$ cat config.mk
export PLATFORM = sky130hd
export DESIGN_NAME = afc_cell
export DESIGN_NICKNAME = d
export VERILOG_FILES = /design/src/hw/rtl/afc_pkg.sv /design/src/hw/rtl/afc_cell.sv
export SDC_FILE = /design/constraint.sdc
export NUM_CORES = 2
export LEC_CHECK = 0
export BUFFER_PORTS_ARGS = -buffer_cell sky130_fd_sc_hd__buf_2
export CAP_MARGIN = 30
export CORE_MARGIN = 2
export CORE_UTILIZATION = 47
export CTS_CLUSTER_SIZE = 20
export DETAILED_ROUTE_END_ITERATION = 7
export GPL_ROUTABILITY_DRIVEN = 0
export PLACE_DENSITY = 0.63
export RECOVER_POWER = 25
export SYNTH_ARGS = -nofsm -noshare
export SYNTH_HDL_FRONTEND = slang
export SYNTH_SLANG_ARGS = --single-unit
$ cat constraint.sdc
create_clock -name clk -period 10.05 [get_ports clk]
set_input_delay 0.5025 -clock clk [delete_from_list [all_inputs] [get_ports clk]]
set_output_delay 0.5025 -clock clk [all_outputs]
set_load 0.01 [all_outputs]
$ cat src/hw/rtl/afc_pkg.sv
package afc_pkg;

  // defaults for the top-level parameters
  localparam int NUM_PLANES_DEF = 6;
  localparam int COORD_BITS_DEF = 16;

  // plane register file
  localparam int PLANE_REGS = 6;
  localparam int REG_W      = 64;
  localparam int ADDR_W     = 6;
  localparam int IDX_W      = 3;
  localparam int IDX_LSB    = 3;

  // packed plane coefficients: nx, ny, nz Q2.14 and w int16, lowest first
  localparam int COEF_W    = 16;
  localparam int FRAC_BITS = 14;
  localparam int AXES      = 3;

  typedef logic [REG_W-1:0] plane_t;

  typedef enum logic [IDX_W-1:0] {
    REG_PLANE_RIGHT  = 3'd0,
    REG_PLANE_LEFT   = 3'd1,
    REG_PLANE_TOP    = 3'd2,
    REG_PLANE_BOTTOM = 3'd3,
    REG_PLANE_NEAR   = 3'd4,
    REG_PLANE_FAR    = 3'd5
  } reg_idx_t;

endpackage

$ cat src/hw/rtl/afc_cell.sv
module afc_cell
  import afc_pkg::*;
#(
  parameter int COORD_BITS = COORD_BITS_DEF
) (
  input  logic                             clk,
  input  logic                             rst_n,
  input  plane_t                           plane,
  input  logic                             in_valid,
  output logic                             in_ready,
  input  logic [AXES-1:0][COORD_BITS-1:0]  in_lo,
  input  logic [AXES-1:0][COORD_BITS-1:0]  in_hi,
  input  logic                             in_culled,
  output logic                             out_valid,
  input  logic                             out_ready,
  output logic [AXES-1:0][COORD_BITS-1:0]  out_lo,
  output logic [AXES-1:0][COORD_BITS-1:0]  out_hi,
  output logic                             out_culled
);

  localparam int PROD_W = COORD_BITS + COEF_W;
  localparam int SUM_W  = (COORD_BITS + 18 > 31) ? COORD_BITS + 18 : 31;

  // stage a: corner pick and products
  logic                                 valid_a_r;
  logic [AXES-1:0][COORD_BITS-1:0]      lo_a_r, hi_a_r;
  logic                                 culled_a_r;
  logic [AXES-1:0][PROD_W-1:0]          prod_a_r;
  logic [COEF_W-1:0]                    w_a_r;
  // stage b: distance sign
  logic                                 valid_b_r;
  logic [AXES-1:0][COORD_BITS-1:0]      lo_b_r, hi_b_r;
  logic                                 culled_b_r;

  logic                                 en_a, en_b;
  logic [AXES-1:0][PROD_W-1:0]          prod_nxt;
  logic signed [SUM_W-1:0]              dist_sum;

  assign en_b     = !valid_b_r || out_ready;
  assign en_a     = !valid_a_r || en_b;
  assign in_ready = en_a;

  // the corner farthest along the normal gives the largest distance
  always_comb begin
    for (int k = 0; k < AXES; k++) begin
      logic signed [COORD_BITS-1:0] lo_s, hi_s, pick;
      logic signed [COEF_W-1:0]     n;
      logic signed [PROD_W-1:0]     x_ext, n_ext;
      lo_s  = $signed(in_lo[k]);
      hi_s  = $signed(in_hi[k]);
      n     = $signed(plane[k*COEF_W +: COEF_W]);
      pick  = (n[COEF_W-1] ^ (hi_s >= lo_s)) ? hi_s : lo_s;
      x_ext = PROD_W'(pick);
      n_ext = PROD_W'(n);
      prod_nxt[k] = x_ext * n_ext;
    end
  end

  always_comb begin
    logic signed [SUM_W-1:0] w_term;
    w_term = {{(SUM_W-COEF_W-FRAC_BITS){w_a_r[COEF_W-1]}}, w_a_r, {FRAC_BITS{1'b0}}};
    dist_sum = w_term;
    for (int k = 0; k < AXES; k++) begin
      dist_sum = dist_sum + {{(SUM_W-PROD_W){prod_a_r[k][PROD_W-1]}}, prod_a_r[k]};
    end
  end

  always_ff @(posedge clk) begin
    if (!rst_n) begin
      valid_a_r <= 1'b0;
      valid_b_r <= 1'b0;
    end else begin
      if (en_a) valid_a_r <= in_valid;
      if (en_b) valid_b_r <= valid_a_r;
    end
  end

  always_ff @(posedge clk) begin
    if (en_a) begin
      lo_a_r     <= in_lo;
      hi_a_r     <= in_hi;
      culled_a_r <= in_culled;
      prod_a_r   <= prod_nxt;
      w_a_r      <= plane[AXES*COEF_W +: COEF_W];
    end
    if (en_b) begin
      lo_b_r     <= lo_a_r;
      hi_b_r     <= hi_a_r;
      culled_b_r <= culled_a_r || dist_sum[SUM_W-1];
    end
  end

  assign out_valid  = valid_b_r;
  assign out_lo     = lo_b_r;
  assign out_hi     = hi_b_r;
  assign out_culled = culled_b_r;

endmodule
# Word level (Yosys, flattened, before mapping)
# Cells that the tools add are included.
# classes
n_lt_le_gt_ge	3
n_bitwise	3
n_addsub	3
reduce_logical	5
mux	3
mul	3
# ops
op	count
16-bit by 16-bit multiplier with 32-bit output	3
16-bit >= comparator	3
16-bit two-way mux	3
33-bit by 32-bit adder with 34-bit output	1
34-bit adder	1
30-bit by 32-bit adder with 33-bit output	1
1-bit logical OR	3
1-bit XOR	3
1-bit logical NOT	2
# word_totals
register_bits	308
word_cells	40
inputBits	165
out_inout_bits	99

# Logic depth before layout (Yosys ltp)
# logic_depth
depth_word	4
ltp_mapped	35
mapped_depth_nobuf	32

# Worst setup path before layout
# OpenSTA, ideal clock, no wires.
# synth_timing
kind	input to register
from	input in_lo[33] (netlist bit)
to	register prod_a_r[89] (netlist bit), data pin
setup_time_ns	0.265
required_time_ns	9.785
t_arrival_ns	8.460
path_buffers	2
stages	33
path_slack_ns	1.324
cell_sequence	inv_1 > ha_1 > nor2b_1 > o21a_1 > o21a_1 > o21a_1 > o21ai_0 > o311ai_4 > xnor2_4 > buf_4 > mux2_2 > buf_2 > and2_1 > fa_1 > inv_1 > fa_1 > fa_1 > inv_1 > fa_1 > fa_1 > inv_1 > fa_1 > inv_1 > ha_1 > a21o_1 > a21oi_1 > o21ai_0 > a41o_1 > or3_1 > a211oi_1 > o21ai_0 > and4b_1 > or3_1
# synth_rtl
element	line	text
start, declared	afc_cell.sv:11	input logic [AXES-1:0][COORD_BITS-1:0] in_lo,
end signal, assigned	afc_cell.sv:83	prod_a_r <= prod_nxt;
end, declared	afc_cell.sv:28	logic [AXES-1:0][PROD_W-1:0] prod_a_r;

==> metrics.log <==
[metrics] Top cell by count, worst path: sky130_fd_sc_hd__fa_1
[metrics] cell types occupying the most area after synthesis: sky130_fd_sc_hd__fa_1 39%, sky130_fd_sc_hd__edfxtp_1 21%, sky130_fd_sc_hd__ha_1 9.8%
[metrics] minimum clock period after layout: 8.94 ns
[metrics] Worst path max stage delay: 0.57 ns
[metrics] initial standard-cell utilization of the core: 47.6%
[metrics] WL final: 98900 microns
[metrics] normalized max-slew margin: 41.1%
[metrics] post-detailed-placement cell area: 45400 sq um
[metrics] vias in the first global route: 30689
[metrics] H-Tree Depth: 2
[metrics] proportion of netlist area held by the largest area contributor: 39.0%
[metrics] net count of the mapped netlist: 5346
[metrics] count of nets left with antenna violations after detail routing: 0
[metrics] final critical-path setup slack: 1.11 ns
[metrics] Final Core Density: 51.7%
[metrics] post-cts sizing count: 0
[metrics] CP Data Arrival Time: 9.27 ns
[metrics] Yosys reg bits: 308
[metrics] crit path max-delay cell type: sky130_fd_sc_hd__xnor2_4
[metrics] Global Route Usage Sum: 22.4%
[metrics] fill cell total of the finished layout: 8219
[metrics] DPL Wire Length: 80500 microns
[metrics] most used standard cell by instance count after synthesis: sky130_fd_sc_hd__inv_1
[metrics] drt initial violations: 1472
[metrics] Layout area overhead: 8.57%
[metrics] post-CTS clock slew at the launch and capture registers of the worst setup and hold paths: 0.06 ns
[metrics] Max Transition Viols Final: 0
[metrics] clock tree skew after final layout: 0.0415 ns
[metrics] CTS sink cnt: 308
[metrics] Critical Path Sink Type: flip-flop
[metrics] Buffers on Ports: 263
[metrics] Total Neg Setup Slack: 0 ns
[metrics] number of top-level pins: 264
[metrics] length of the first detailed-routing pass in iterations: 5
[metrics] max-cap check violation count: 0
[metrics] Synth cell types: 70
[metrics] total via count after detailed routing: 27982
[metrics] crit path kind: input port to flip-flop
[metrics] final instance area: 46600 sq um
[metrics] layout cell share with drive strength beyond 1: 7.33%
[metrics] worst reg2reg setup slack: 5.72 ns
[metrics] Worst Hold Class: input port to flip-flop
[metrics] Synth Area per Inst: 10.7 sq um
[metrics] total number of nets in the final design: 5549
[metrics] leading cell types by count after synthesis: 906 x sky130_fd_sc_hd__inv_1, 836 x sky130_fd_sc_hd__fa_1, 385 x sky130_fd_sc_hd__nand2_1
[metrics] area occupied by registers: 9230 sq um
[metrics] share of synthesized area occupied by flip-flops and latches: 21.5%
[metrics] synthesized instance count: 4008
[metrics] buffers from clock root to sink, at most: 3
[metrics] result of the run: complete, no violations
[metrics] number of antenna violations at the first check in global routing: 6
[metrics] global-route wire length before repair: 164000 microns
[metrics] die area: 93800 sq um
[metrics] site row count: 110
[metrics] horizontal die dimension: 306 microns
[metrics] ratio of final minimum period to clock period: 89.0%
[metrics] cts bufs inserted: 40
[metrics] Hold Buf Count CTS: 0
[metrics] CP top delay family: adder cells
[metrics] Clock Tree Root: sky130_fd_sc_hd__clkbuf_16
[metrics] Post-synth EDFFs: 306
[metrics] core area: 90300 sq um
[metrics] Post-CTS Setup Bufs: 0
[metrics] total overflow reported by the global router: 0
[metrics] Final Hold Fails: 0
[metrics] warning count from the yosys run: 0
[metrics] total standard cell area after synthesis: 43000 sq um
[metrics] Skew-Pair Late Insertion Delay: 0.60 ns
[metrics] count of final setup violators: 0
[metrics] post-synthesis cell type with the largest combined area: sky130_fd_sc_hd__fa_1
[metrics] routed wirelength normalized by instance count: 18.2 microns
[metrics] vertical die dimension: 306 microns
[metrics] worst setup timing slack at the placement stage: 0.594 ns
[metrics] most used flip-flop cell after synthesis: sky130_fd_sc_hd__edfxtp_1
[metrics] Multi-input gate area: 29800 sq um
[metrics] type of origin of the critical path: input port
[metrics] maximum fanout count along the critical path: 16
[metrics] maximum number of pins on one net before global-route repair: 115
[metrics] Required @ worst endpoint: 10.38 ns
[metrics] achievable clock frequency: 112 MHz
[metrics] buffers plus inverters on the worst setup path: 6
[metrics] via/cell ratio: 5.16
[metrics] clock tree from TritonCTS: built
[metrics] transition at the pin with the smallest max-transition slack: 0.883 ns
[metrics] async set-or-reset flop fraction in the synthesized netlist: 0%
[metrics] DRC violations left: 0
[metrics] unrepaired setup endpoints after global routing: false
-- cell type report --
cell class	count	area share, %
Clock buffer	43	2.17
Clock inverter	30	0.740
Tap cell	1176	3.15
Inverter	906	7.30
Sequential cell	308	19.8
Antenna cell	5	0.0268
Timing Repair Buffer	279	2.84
Multi-Input combinational cell	2676	64.0
-- placed cells by master (no fill, tap or decap), drive strengths merged, types with 5 or more instances in the layout --
cell	instances
inv	912
fa	836
nand2	385
and2	365
ha	337
edfxtp	306
buf	182
clkbuf	140
nor2	108
a21oi	89
xnor2	77
o21ai	51
nor2b	50
a21o	49
mux2	43
nand3	27
xor2	25
o21a	22
nand2b	19
nand4	18
nor3	17
o21bai	16
a31oi	15
o31ai	15
clkinv	15
a211oi	14
o211ai	14
mux2i	11
or2	7
and3	7
diode	5
or3	5
a31o	5
bufinv	5
-- sequential cells by signal (all words and copies together), names as in the netlist --
name,cells
prod_a_r,96
hi_a_r,48
lo_a_r,48
out_hi,48
out_lo,48
w_a_r,16
culled_a_r,1
out_culled,1
out_valid,1
valid_a_r,1
-- kinds of logic (layout without fill, tap and decap cells) --
family,after synthesis,count (layout),share of synthesized area [%]
adders and majority gates,1173,1173,48.8
xor gates and xnor gates,102,102,2.17
DFF,308,308,21.5
buffers and inverters,1024,1258,9.09
other,0,5,0
and+or+nand+nor,1024,1024,12.0
muxes,54,54,1.53
AOI/OAI and AO/OA,323,323,4.99
-- through the flow --
step,hold WS [ns],instances
finish,0.0787,5423
global route,0.0378,5423
CTS,0.0285,5418
detailed placement,0.405,5345
global placement,0.400,5344
floorplan,0.400,4008
-- routing by layer --
layer	track usage, %	part of all wire (%)
met4	7.46	3.4
met3	2.90	4.6
met2	38.8	51
met1	29.2	41
met5	0	0.014
-- path summary, 6_finish.rpt --
kind              cells after the start           end         start
setup / recovery                     31  prod_a_r[89]     in_lo[33]
hold / removal                        1      w_a_r[3]     plane[51]
setup reg to reg                     12    out_culled  prod_a_r[31]
hold reg to reg                       0    out_lo[11]    lo_a_r[11]
-- worst reg2reg max path: stages (launching register included) --
cell                       delay (ns)
sky130_fd_sc_hd__edfxtp_1        0.52
sky130_fd_sc_hd__fa_1            0.62
sky130_fd_sc_hd__inv_1           0.06
sky130_fd_sc_hd__fa_1            0.52
sky130_fd_sc_hd__inv_1           0.05
sky130_fd_sc_hd__ha_1            0.30
sky130_fd_sc_hd__nand4_1         0.14
sky130_fd_sc_hd__nor3_1          0.40
sky130_fd_sc_hd__o211ai_1        0.28
sky130_fd_sc_hd__o41ai_1         0.41
sky130_fd_sc_hd__buf_2           0.25
sky130_fd_sc_hd__nor4_1          0.07
sky130_fd_sc_hd__or3_1           0.40
Power is left out: the tool's default activity adds up to more than one toggle a clock period on the data nets, which glitch-free logic cannot reach.
