<file path="src/hw/rtl/afc_pkg.sv">
package afc_pkg;

  // defaults for the top-level parameters
  localparam int NUM_PLANES_DEF = 6;
  localparam int COORD_BITS_DEF = 16;

  // plane register file
  localparam int PLANE_REGS = 6;
  localparam int REG_W      = 64;
  localparam int ADDR_W     = 6;
  localparam int IDX_W      = 3;
  localparam int IDX_LSB    = 3;

  // packed plane coefficients: nx, ny, nz Q2.14 and w int16, lowest first
  localparam int COEF_W    = 16;
  localparam int FRAC_BITS = 14;
  localparam int AXES      = 3;

  typedef logic [REG_W-1:0] plane_t;

  typedef enum logic [IDX_W-1:0] {
    REG_PLANE_RIGHT  = 3'd0,
    REG_PLANE_LEFT   = 3'd1,
    REG_PLANE_TOP    = 3'd2,
    REG_PLANE_BOTTOM = 3'd3,
    REG_PLANE_NEAR   = 3'd4,
    REG_PLANE_FAR    = 3'd5
  } reg_idx_t;

endpackage

</file>
<file path="src/hw/rtl/afc_regs.sv">
module afc_regs
  import afc_pkg::*;
(
  input  logic                         clk,
  input  logic                         rst_n,
  input  logic                         psel,
  input  logic                         penable,
  input  logic                         pwrite,
  input  logic [ADDR_W-1:0]            paddr,
  input  logic [REG_W-1:0]             pwdata,
  output logic [REG_W-1:0]             prdata,
  output logic                         pready,
  output plane_t [PLANE_REGS-1:0]      planes
);

  plane_t [PLANE_REGS-1:0] plane_r;
  logic [IDX_W-1:0]        idx;
  logic                    wr_en;

  assign idx   = paddr[IDX_LSB +: IDX_W];
  assign wr_en = psel && penable && pwrite;
  assign pready = 1'b1;
  assign planes = plane_r;

  always_ff @(posedge clk) begin
    if (!rst_n) begin
      plane_r <= '0;
    end else if (wr_en && idx <= REG_PLANE_FAR) begin
      plane_r[idx] <= pwdata;
    end
  end

  // readback; unused slots read zero
  always_comb begin
    prdata = '0;
    if (idx <= REG_PLANE_FAR) begin
      prdata = plane_r[idx];
    end
  end

endmodule

</file>
<file path="config.mk">
export PLATFORM = sky130hd
export DESIGN_NAME = afc_regs
export DESIGN_NICKNAME = d
export VERILOG_FILES = /design/src/hw/rtl/afc_pkg.sv /design/src/hw/rtl/afc_regs.sv
export SDC_FILE = /design/constraint.sdc
export NUM_CORES = 1
export LEC_CHECK = 0
export BUFFER_PORTS_ARGS = -buffer_cell sky130_fd_sc_hd__buf_2
export CORE_MARGIN = 4
export CORE_UTILIZATION = 38
export CTS_CLUSTER_DIAMETER = 30
export DETAILED_ROUTE_END_ITERATION = 10
export GPL_ROUTABILITY_DRIVEN = 0
export PLACE_DENSITY = 0.74
export SYNTH_ARGS = -nofsm -noshare
export SYNTH_HDL_FRONTEND = slang
export SYNTH_SLANG_ARGS = --single-unit
export TNS_END_PERCENT = 100
</file>
<file path="constraint.sdc">
create_clock -name clk -period 1.65 [get_ports clk]
set_input_delay 0.0825 -clock clk [delete_from_list [all_inputs] [get_ports clk]]
set_output_delay 0.0825 -clock clk [all_outputs]
set_load 0.01 [all_outputs]
</file>
# Word-level counts from Yosys, hierarchy flattened
# Index checks and enable logic that the tools add are counted.
# totals
input_bits	75
ff_bits	384
word_cells	19
output_inout_bits	449
# op_classes
order_cmp	3
reduce_logical	4
n_mux	6
# ops
cell	n
$bwmux 384	1
$bmux 64 s3	1
$demux 64 s3	1
$mux 64	3
$logic_and 1x1->1	4
$lt 3x4->1 const B	1
$ge 3x1->1 const B	1
$le 3x3->1 const B	1

# Logic depth before layout (Yosys ltp)
# Gate-level depths: netlist of the first run.
# depth
ltp_word	5
ltp_mapped	6

# Worst setup path after synthesis of the first run
# OpenSTA, ideal clock, no wires.
# synth_timing
path_type	input -> register
from	input port paddr[5]
to	register plane_r (netlist bit planes[0])
setup_ps	123
setup_slack_ps	305
n_path_buf	3
t_arrival_ps	1222
cell_stages	6
t_required_ps	1527
path_cell_list	buf_6 > nand2b_1 > or4_4 > buf_8 > buf_12 > mux2i_1
# synth_via
elab_chain_len	5
# synth_rtl
item	line_no	text
from (decl)	afc_regs.sv:9	input logic [ADDR_W-1:0] paddr,
$lt 3x4->1 (not written as such) / $ge 3x1->1 (equally long branches)	afc_regs.sv:29	plane_r[idx] <= pwdata;
$logic_and 1x1->1 (not written as such)	afc_regs.sv:29	
$mux 64 (not written as such)	afc_regs.sv:29	
$demux 64 s3	afc_regs.sv:29	
$bwmux 384	afc_regs.sv:29	
to (signal, indexed assignment)	afc_regs.sv:29	
to (decl)	afc_regs.sv:16	plane_t [PLANE_REGS-1:0] plane_r;
# Parallel ways exist; a longest one is shown, timed or not.
# A chain may end at the register's enable or synchronous reset.

# Worst setup path after layout of the first run
# layout_timing
from	register plane_r (netlist bit planes[122])
to	output port prdata[58]
# layout_via
elab_chain_len	3
# layout_rtl
item	line_no	text
$bmux 64 s3	afc_regs.sv:37	prdata = plane_r[idx];
$mux 64 (not written as such)	afc_regs.sv:37	
$mux 64	afc_regs.sv:36	if (idx <= REG_PLANE_FAR) begin
to (decl)	afc_regs.sv:11	output logic [REG_W-1:0] prdata,
# No other way between the ends. The select of a mux whose other input is x is not followed.

==> results of run 1 <==
worst max-delay path by stage:
| stage | startpoint | to | slack, ns | cells after the start |
|---|---|---|---|---|
| 2_1_floorplan | paddr[5] | planes[0]$_SDFFE_PN0P_ | 0.30 | 6 |
| 3_3_place_gp | paddr[3] | prdata[12] | 0.15 | 6 |
| 3_5_place_dp | paddr[5] | planes[185]$_SDFFE_PN0P_ | 0.10 | 6 |
| 4_1_cts | planes[57]$_SDFFE_PN0P_ | prdata[57] | -0.05 | 4 |
| 5_1_grt | planes[121]$_SDFFE_PN0P_ | prdata[57] | -0.02 | 4 |
| 6_report | planes[122]$_SDFFE_PN0P_ | prdata[58] | 0.009 | 4 |
final cells by class:
type                            instances  area (µm²)  share of cell area [%]
Tap cell                              592         741                    3.07
Clock inverter                         49         526                    2.18
Sequential cell                       384        7760                    32.2
Clock buffer                           97        2180                    9.03
Timing Repair Buffer                  659        4210                    17.5
Multi-Input combinational cell       1170        8710                    36.1
Antenna cell                            1        2.50                  0.0104
layout by cell type (no fill, tap or decap), drive strengths merged:
| cell type | n |
|---|---|
| a22oi | 1 |
| buf | 593 |
| bufinv | 7 |
| clkbuf | 97 |
| clkinv | 22 |
| clkinvlp | 12 |
| conb | 1 |
| dfxtp | 384 |
| diode | 1 |
| dlygate4sd3 | 66 |
| inv | 8 |
| mux2 | 63 |
| mux2i | 512 |
| nand2 | 514 |
| nand2b | 4 |
| nand4b | 1 |
| nor2 | 4 |
| nor2b | 1 |
| nor3 | 1 |
| nor3b | 1 |
| o21ai | 1 |
| o221ai | 63 |
| o311a | 1 |
| or4 | 2 |
synthesized netlist by cell type (all sizes together):
cell type  count  area share (%)
a22oi          1           0.044
buf           67             3.2
clkbuf        68             1.5
conb           1           0.022
dfxtp        384              45
mux2          63             4.2
mux2i        512              30
nand2        514              11
nand2b         4            0.15
nand4b         1           0.089
nor2           4            0.18
nor2b          1           0.037
nor3           1           0.030
nor3b          1           0.044
o21ai          1           0.030
o221ai        63             3.3
o311a          1           0.059
or4            2            0.11
report_power, final:
group	switching [mW]	leakage, nW	internal [mW]
Sequential	0.0630	3.12	9.36
Combinational	0.855	7.02	0.564
Clock	5.28	1.30	10.5
Total	6.20	11.4	20.5
timing repair:
action | 4_1_cts | 5_1_grt
endpoints found under the setup margin | 20 | 32
hold endpoints to repair | 384 | 0
setup buffers | 1 | 8
hold buffers | 66 | 0
gates resized for setup | 34 | 70
pin swaps | 0 | 3
cell families after synthesis:
family / after synthesis / share of synthesized area (%)
AO/OA/AOI/OAI: 66 / 3.39
buffers and inverters: 135 / 4.75
multiplexers: 575 / 34.4
other: 1 / 0.0221
flip-flops: 384 / 45.4
AND/OR/NAND/NOR: 528 / 12.0
per-stage QoR:
stage | utilization, % | cells | hold slack, ns
final | 54.7 | 2952 | 0.140
after global routing | 54.7 | 2951 | 0.144
after CTS | 54.1 | 2943 | 0.110
after floorplan | - | 1689 | 0.326
after global placement | 46.2 | 2730 | 0.451
after detailed placement | 46.2 | 2730 | 0.464
per-layer routing:
layer,vias up,track usage (%),share of wire [%]
li1,7076,-,-
met1,7612,27.6,39
met2,818,39.5,49
met3,191,6.06,8.4
met4,2,11.7,4.1
met5,-,0,0.017
worst min-delay path: cells and delay by family:
family | cells | cell delay [ns]
buffers and inverters | 2 | 0.30
muxes | 1 | 0.13
and+or+nand+nor | 2 | 0.15
==> flow_summary_export.csv, run 1 <==
group,metric,value,unit
final_layout,nNetsFinal,2369,
critical_path,reg2reg_to,"planes[360]$_SDFFE_PN0P_",
critical_path,crit_arrival,1.56,ns
place,placed_area,0.0204,mm²
synthesis,yosysUniqueCellTypes,25,
detailed_routing,wl,60000,µm
clocking,cts.sinks,384,
floorplanning,rows,77,
clocking,htreeDepth,3,
global_routing,overflow,0,
final_layout,largest_reg_flops,384,
hold_path,worstHoldPathCells,5,
critical_path,cpPeakStageDelay,0.35,ns
hold_path,worst_hold_startpoint,"pwrite",
global_routing,grt_pass1_wl,89900,µm
clocking,cts_root_buf,"clkbuf_16",
detailed_routing,first_iter_violations,991,
critical_path,start_kind,"flop",
sta,fin_worst_skew,0,ns
synthesis,yosys_warnings,0,
floorplanning,dieWidth,219,µm
critical_path,cp_num_buf_inv,1,
synthesis,seq_area_frac_synth,45.4,%
floorplanning,die_y,219,µm
pwr,irDropWorstVdd,0.000807,V
detailed_routing,vias,15699,
sta,layout_setup_ws,0.00895,ns
clocking,clk_pin_slew,0.05,ns
synthesis,netlist_area,0.0169,mm²
sta,fin_setup_tns,0,ns
floorplanning,fp.coreArea,0.0441,mm²
synthesis,synth_nets,1764,
sta,drv_slew,0,
critical_path,crit_type,"reg -> out",
final_layout,drive_gt1_share,37.8,%
global_routing,grt_max_degree,74,
job,maxCapViolCount,0,
pwr,fin_total_pwr,26.7,mW
floorplanning,io_pins,524,
sta,fin_crit,1.64,ns
critical_path,critical_path_required,1.57,ns
place,portBuffers,519,
run_status,status,"finished, final reports clean",
synthesis,avgSynthCellArea,10.0,µm²
final_layout,fill_cells,3664,
sta,finalHoldViolations,0,
critical_path,rrSetupSlack,0.52,ns
clocking,cts_tree,"done",
clocking,cts_buffer_depth,3,
place,pre_cts_ws,0.103,ns
pwr,total_leakage_power,11.4,nW
sta,fmax,0.609,GHz
hold_path,hold-path-endpoint,"planes[344]$_SDFFE_PN0P_",
detailed_routing,avgViaCountPerCell,5.32,
synthesis,ys_seq_elements,384,
global_routing,grt_use_total,23.4,%
detailed_routing,firstDrtPassIters,5,
critical_path,r2r_cells,3,
floorplanning,start_util,38.4,%
critical_path,reg2reg_from,"planes[360]$_SDFFE_PN0P_",
synthesis,postSynthCellCount,1689,
critical_path,cp_cell_sequence,"mux2_4 -> nand2_4 -> o221ai_4 -> buf_6",
critical_path,end_kind,"output pin",
pwr,power.density,1110,mW/mm²
detailed_routing,drtAntennaViolNets,0,
clocking,clock_latency,0.58,ns
floorplanning,die_area,0.0480,mm²
critical_path,path_delay_family,"flip-flops",
global_routing,antenna_found_initial,1,
hold_path,min_path_type,"in -> reg",
global_routing,first_global_vias,15849,
place,dp_hpwl,39900,µm
critical_path,critPathMaxFanout,3,
final_layout,fin_area,0.0241,mm²
detailed_routing,drc_errors,0,
sta,rsz0062_at_grt,"yes",
detailed_routing,post_drt_wl_per_cell,20.3,µm
final_layout,synthToLayoutAreaGrowth,42.4,%
sta,timing.final.crit_share,99.5,%
critical_path,slowest_stage,"dfxtp_4",
sta,setup_viol,0,
clocking,numCtsBuffers,79,
(Power assumes the default switching activity.)
==> run 2, diff against run 1 <==
MAX_ROUTING_LAYER = met4   (was default)
clock period = 1.9 ns   (was 1.65 ns; I/O delays follow)
==> flow_summary_export.csv, run 2 (same netlist as run 1, synthesis figures left out) <==
group,metric,value,unit
final_layout,final_common_cell,"buf_2",
hold_path,worst_hold_startpoint,"pwrite",
final_layout,nNetsFinal,2338,
sta,fin_crit,1.74,ns
final_layout,largest_reg_flops,384,
sta,slew-limit-headroom,59.9,%
final_layout,synthToLayoutAreaGrowth,39.1,%
pwr,power_frac_comb,4.9,%
detailed_routing,avgViaCountPerCell,5.30,
detailed_routing,vias,15498,
clocking,cts_root_buf,"clkbuf_16",
pwr,irDropWorstVdd,0.000765,V
global_routing,first_global_vias,15528,
critical_path,crit_arrival,1.64,ns
pwr,p_seq_share,34.8,%
clocking,cts_buffer_depth,3,
sta,fmax,0.576,GHz
clocking,clk_pin_slew,0.06,ns
place,portBuffers,519,
clocking,clock_latency,0.59,ns
critical_path,critical_path_required,1.80,ns
clocking,cts.sinks,384,
final_layout,drive_gt1_share,33.2,%
floorplanning,dieWidth,219,µm
pwr,fin_total_pwr,23.5,mW
floorplanning,die_y,219,µm
critical_path,critPathMaxFanout,3,
clocking,post-cts-setup-buffers,0,
detailed_routing,drtAntennaViolNets,0,
hold_path,min_path_type,"in -> reg",
floorplanning,start_util,38.4,%
critical_path,start_kind,"flop",
floorplanning,die_area,0.0480,mm²
clocking,cts_tree,"done",
global_routing,grt_max_degree,81,
global_routing,grt_use_total,23.7,%
pwr,power_frac_clock,60.3,%
pwr,switching_power,5.52,mW
detailed_routing,wl,58100,µm
place,placed_area,0.0201,mm²
place,dp_hpwl,38400,µm
critical_path,startpoint,"planes[122]$_SDFFE_PN0P_",
job,maxCapViolCount,0,
detailed_routing,drc_errors,0,
clocking,htreeDepth,3,
pwr,swShare,23.5,%
final_layout,fin_area,0.0236,mm²
detailed_routing,first_iter_violations,1024,
sta,rsz0062_at_grt,"no",
clocking,numCtsBuffers,79,
hold_path,worstHoldPathCells,5,
global_routing,grt_pass1_wl,88100,µm
clocking,cts_resized,0,
sta,timing.final.crit_share,91.4,%
sta,worst_pin_slew,0.602,ns
sta,fin_setup_tns,0,ns
floorplanning,fp.coreArea,0.0441,mm²
floorplanning,rows,77,
sta,drv_slew,0,
sta,finalHoldViolations,0,
sta,whs,0.173,ns
critical_path,crit_type,"reg -> out",
sta,fin_worst_skew,0,ns
floorplanning,io_pins,524,
final_layout,layout_common_cells,"517 x buf_2, 514 x nand2_1, 512 x mux2i_1",
run_status,status,"finished, final reports clean",
global_routing,overflow,0,
final_layout,fin_util,53.4,%
global_routing,antenna_found_initial,1,
critical_path,reg2reg_from,"planes[111]$_SDFFE_PN0P_",
pwr,power.density,999,mW/mm²
detailed_routing,firstDrtPassIters,5,
sta,setup_viol,0,
pwr,power.internal,18.0,mW
critical_path,end_kind,"output pin",
detailed_routing,post_drt_wl_per_cell,19.9,µm
pwr,total_leakage_power,11.2,nW
critical_path,r2r_cells,3,
[run 2: cell types whose count changed in the layout (fill, tap and decap cells not counted), moves of 6 or more]
cell | before | now
dfxtp_1 | 333 | 384
dfxtp_2 | 46 | 0
buf_4 | 47 | 21
o221ai_1 | 40 | 63
o221ai_2 | 21 | 0
nand2_1 | 503 | 514
nand2_2 | 9 | 0
buf_12 | 29 | 22
inv_6 | 8 | 14
[run 2: critical path, stage by stage (launching register included)]
cell and delay (ns):
dfxtp_1 0.35, mux2_2 0.27, nand2_1 0.07, o221ai_1 0.15, buf_2 0.20
[run 2: path summary, 6_finish.rpt]
check                             endpoint  slack (ns)
hold / removal    planes[343]$_SDFFE_PN0P_        0.17
setup reg to reg  planes[111]$_SDFFE_PN0P_        0.76
hold reg to reg   planes[213]$_SDFFE_PN0P_        0.47
setup / recovery                prdata[58]        0.16
[run 2: what timing repair did]
action / in CTS / in global routing
hold buffers: 66 / 0
endpoints found under the setup margin: 0 / 0
hold endpoints to repair: 384 / 0
[run 2: layout make-up]
type	count	area (µm²)
diodes	1	2.50
well taps	592	741
clock buffers	97	2160
multi-input cells	1170	8480
flip-flops and latches	384	7690
repair buffers	628	3880
fillers	3768	20600
clock inverters	50	623
[run 2: per-layer routing]
layer  global-route usage (%)  part of all wire, %  vias up
met5                        -                    0        -
met4                     10.5                  3.8        0
met3                     6.42                  7.8      157
met2                     38.7                   49      717
met1                     27.4                   40     7605
li1                         -                    -     7019
[run 2: power groups by stage]
stage	Combinational, mW	Clock [mW]	Sequential (mW)
6_report	1.16	14.2	8.19
3_5_place_dp	1.04	0	8.34
3_3_place_gp	1.01	0	8.34
4_1_cts	1.15	14.4	8.18
5_1_grt	1.23	14.8	8.18
2_1_floorplan	0.611	0	8.36
[run 2: metrics by stage]
step | setup slack [ns] | instances
after detailed placement | 0.215 | 2708
after global placement | 0.258 | 2708
final | 0.164 | 2922
after global routing | 0.0659 | 2922
after floorplan | 0.542 | 1689
after CTS | 0.128 | 2921
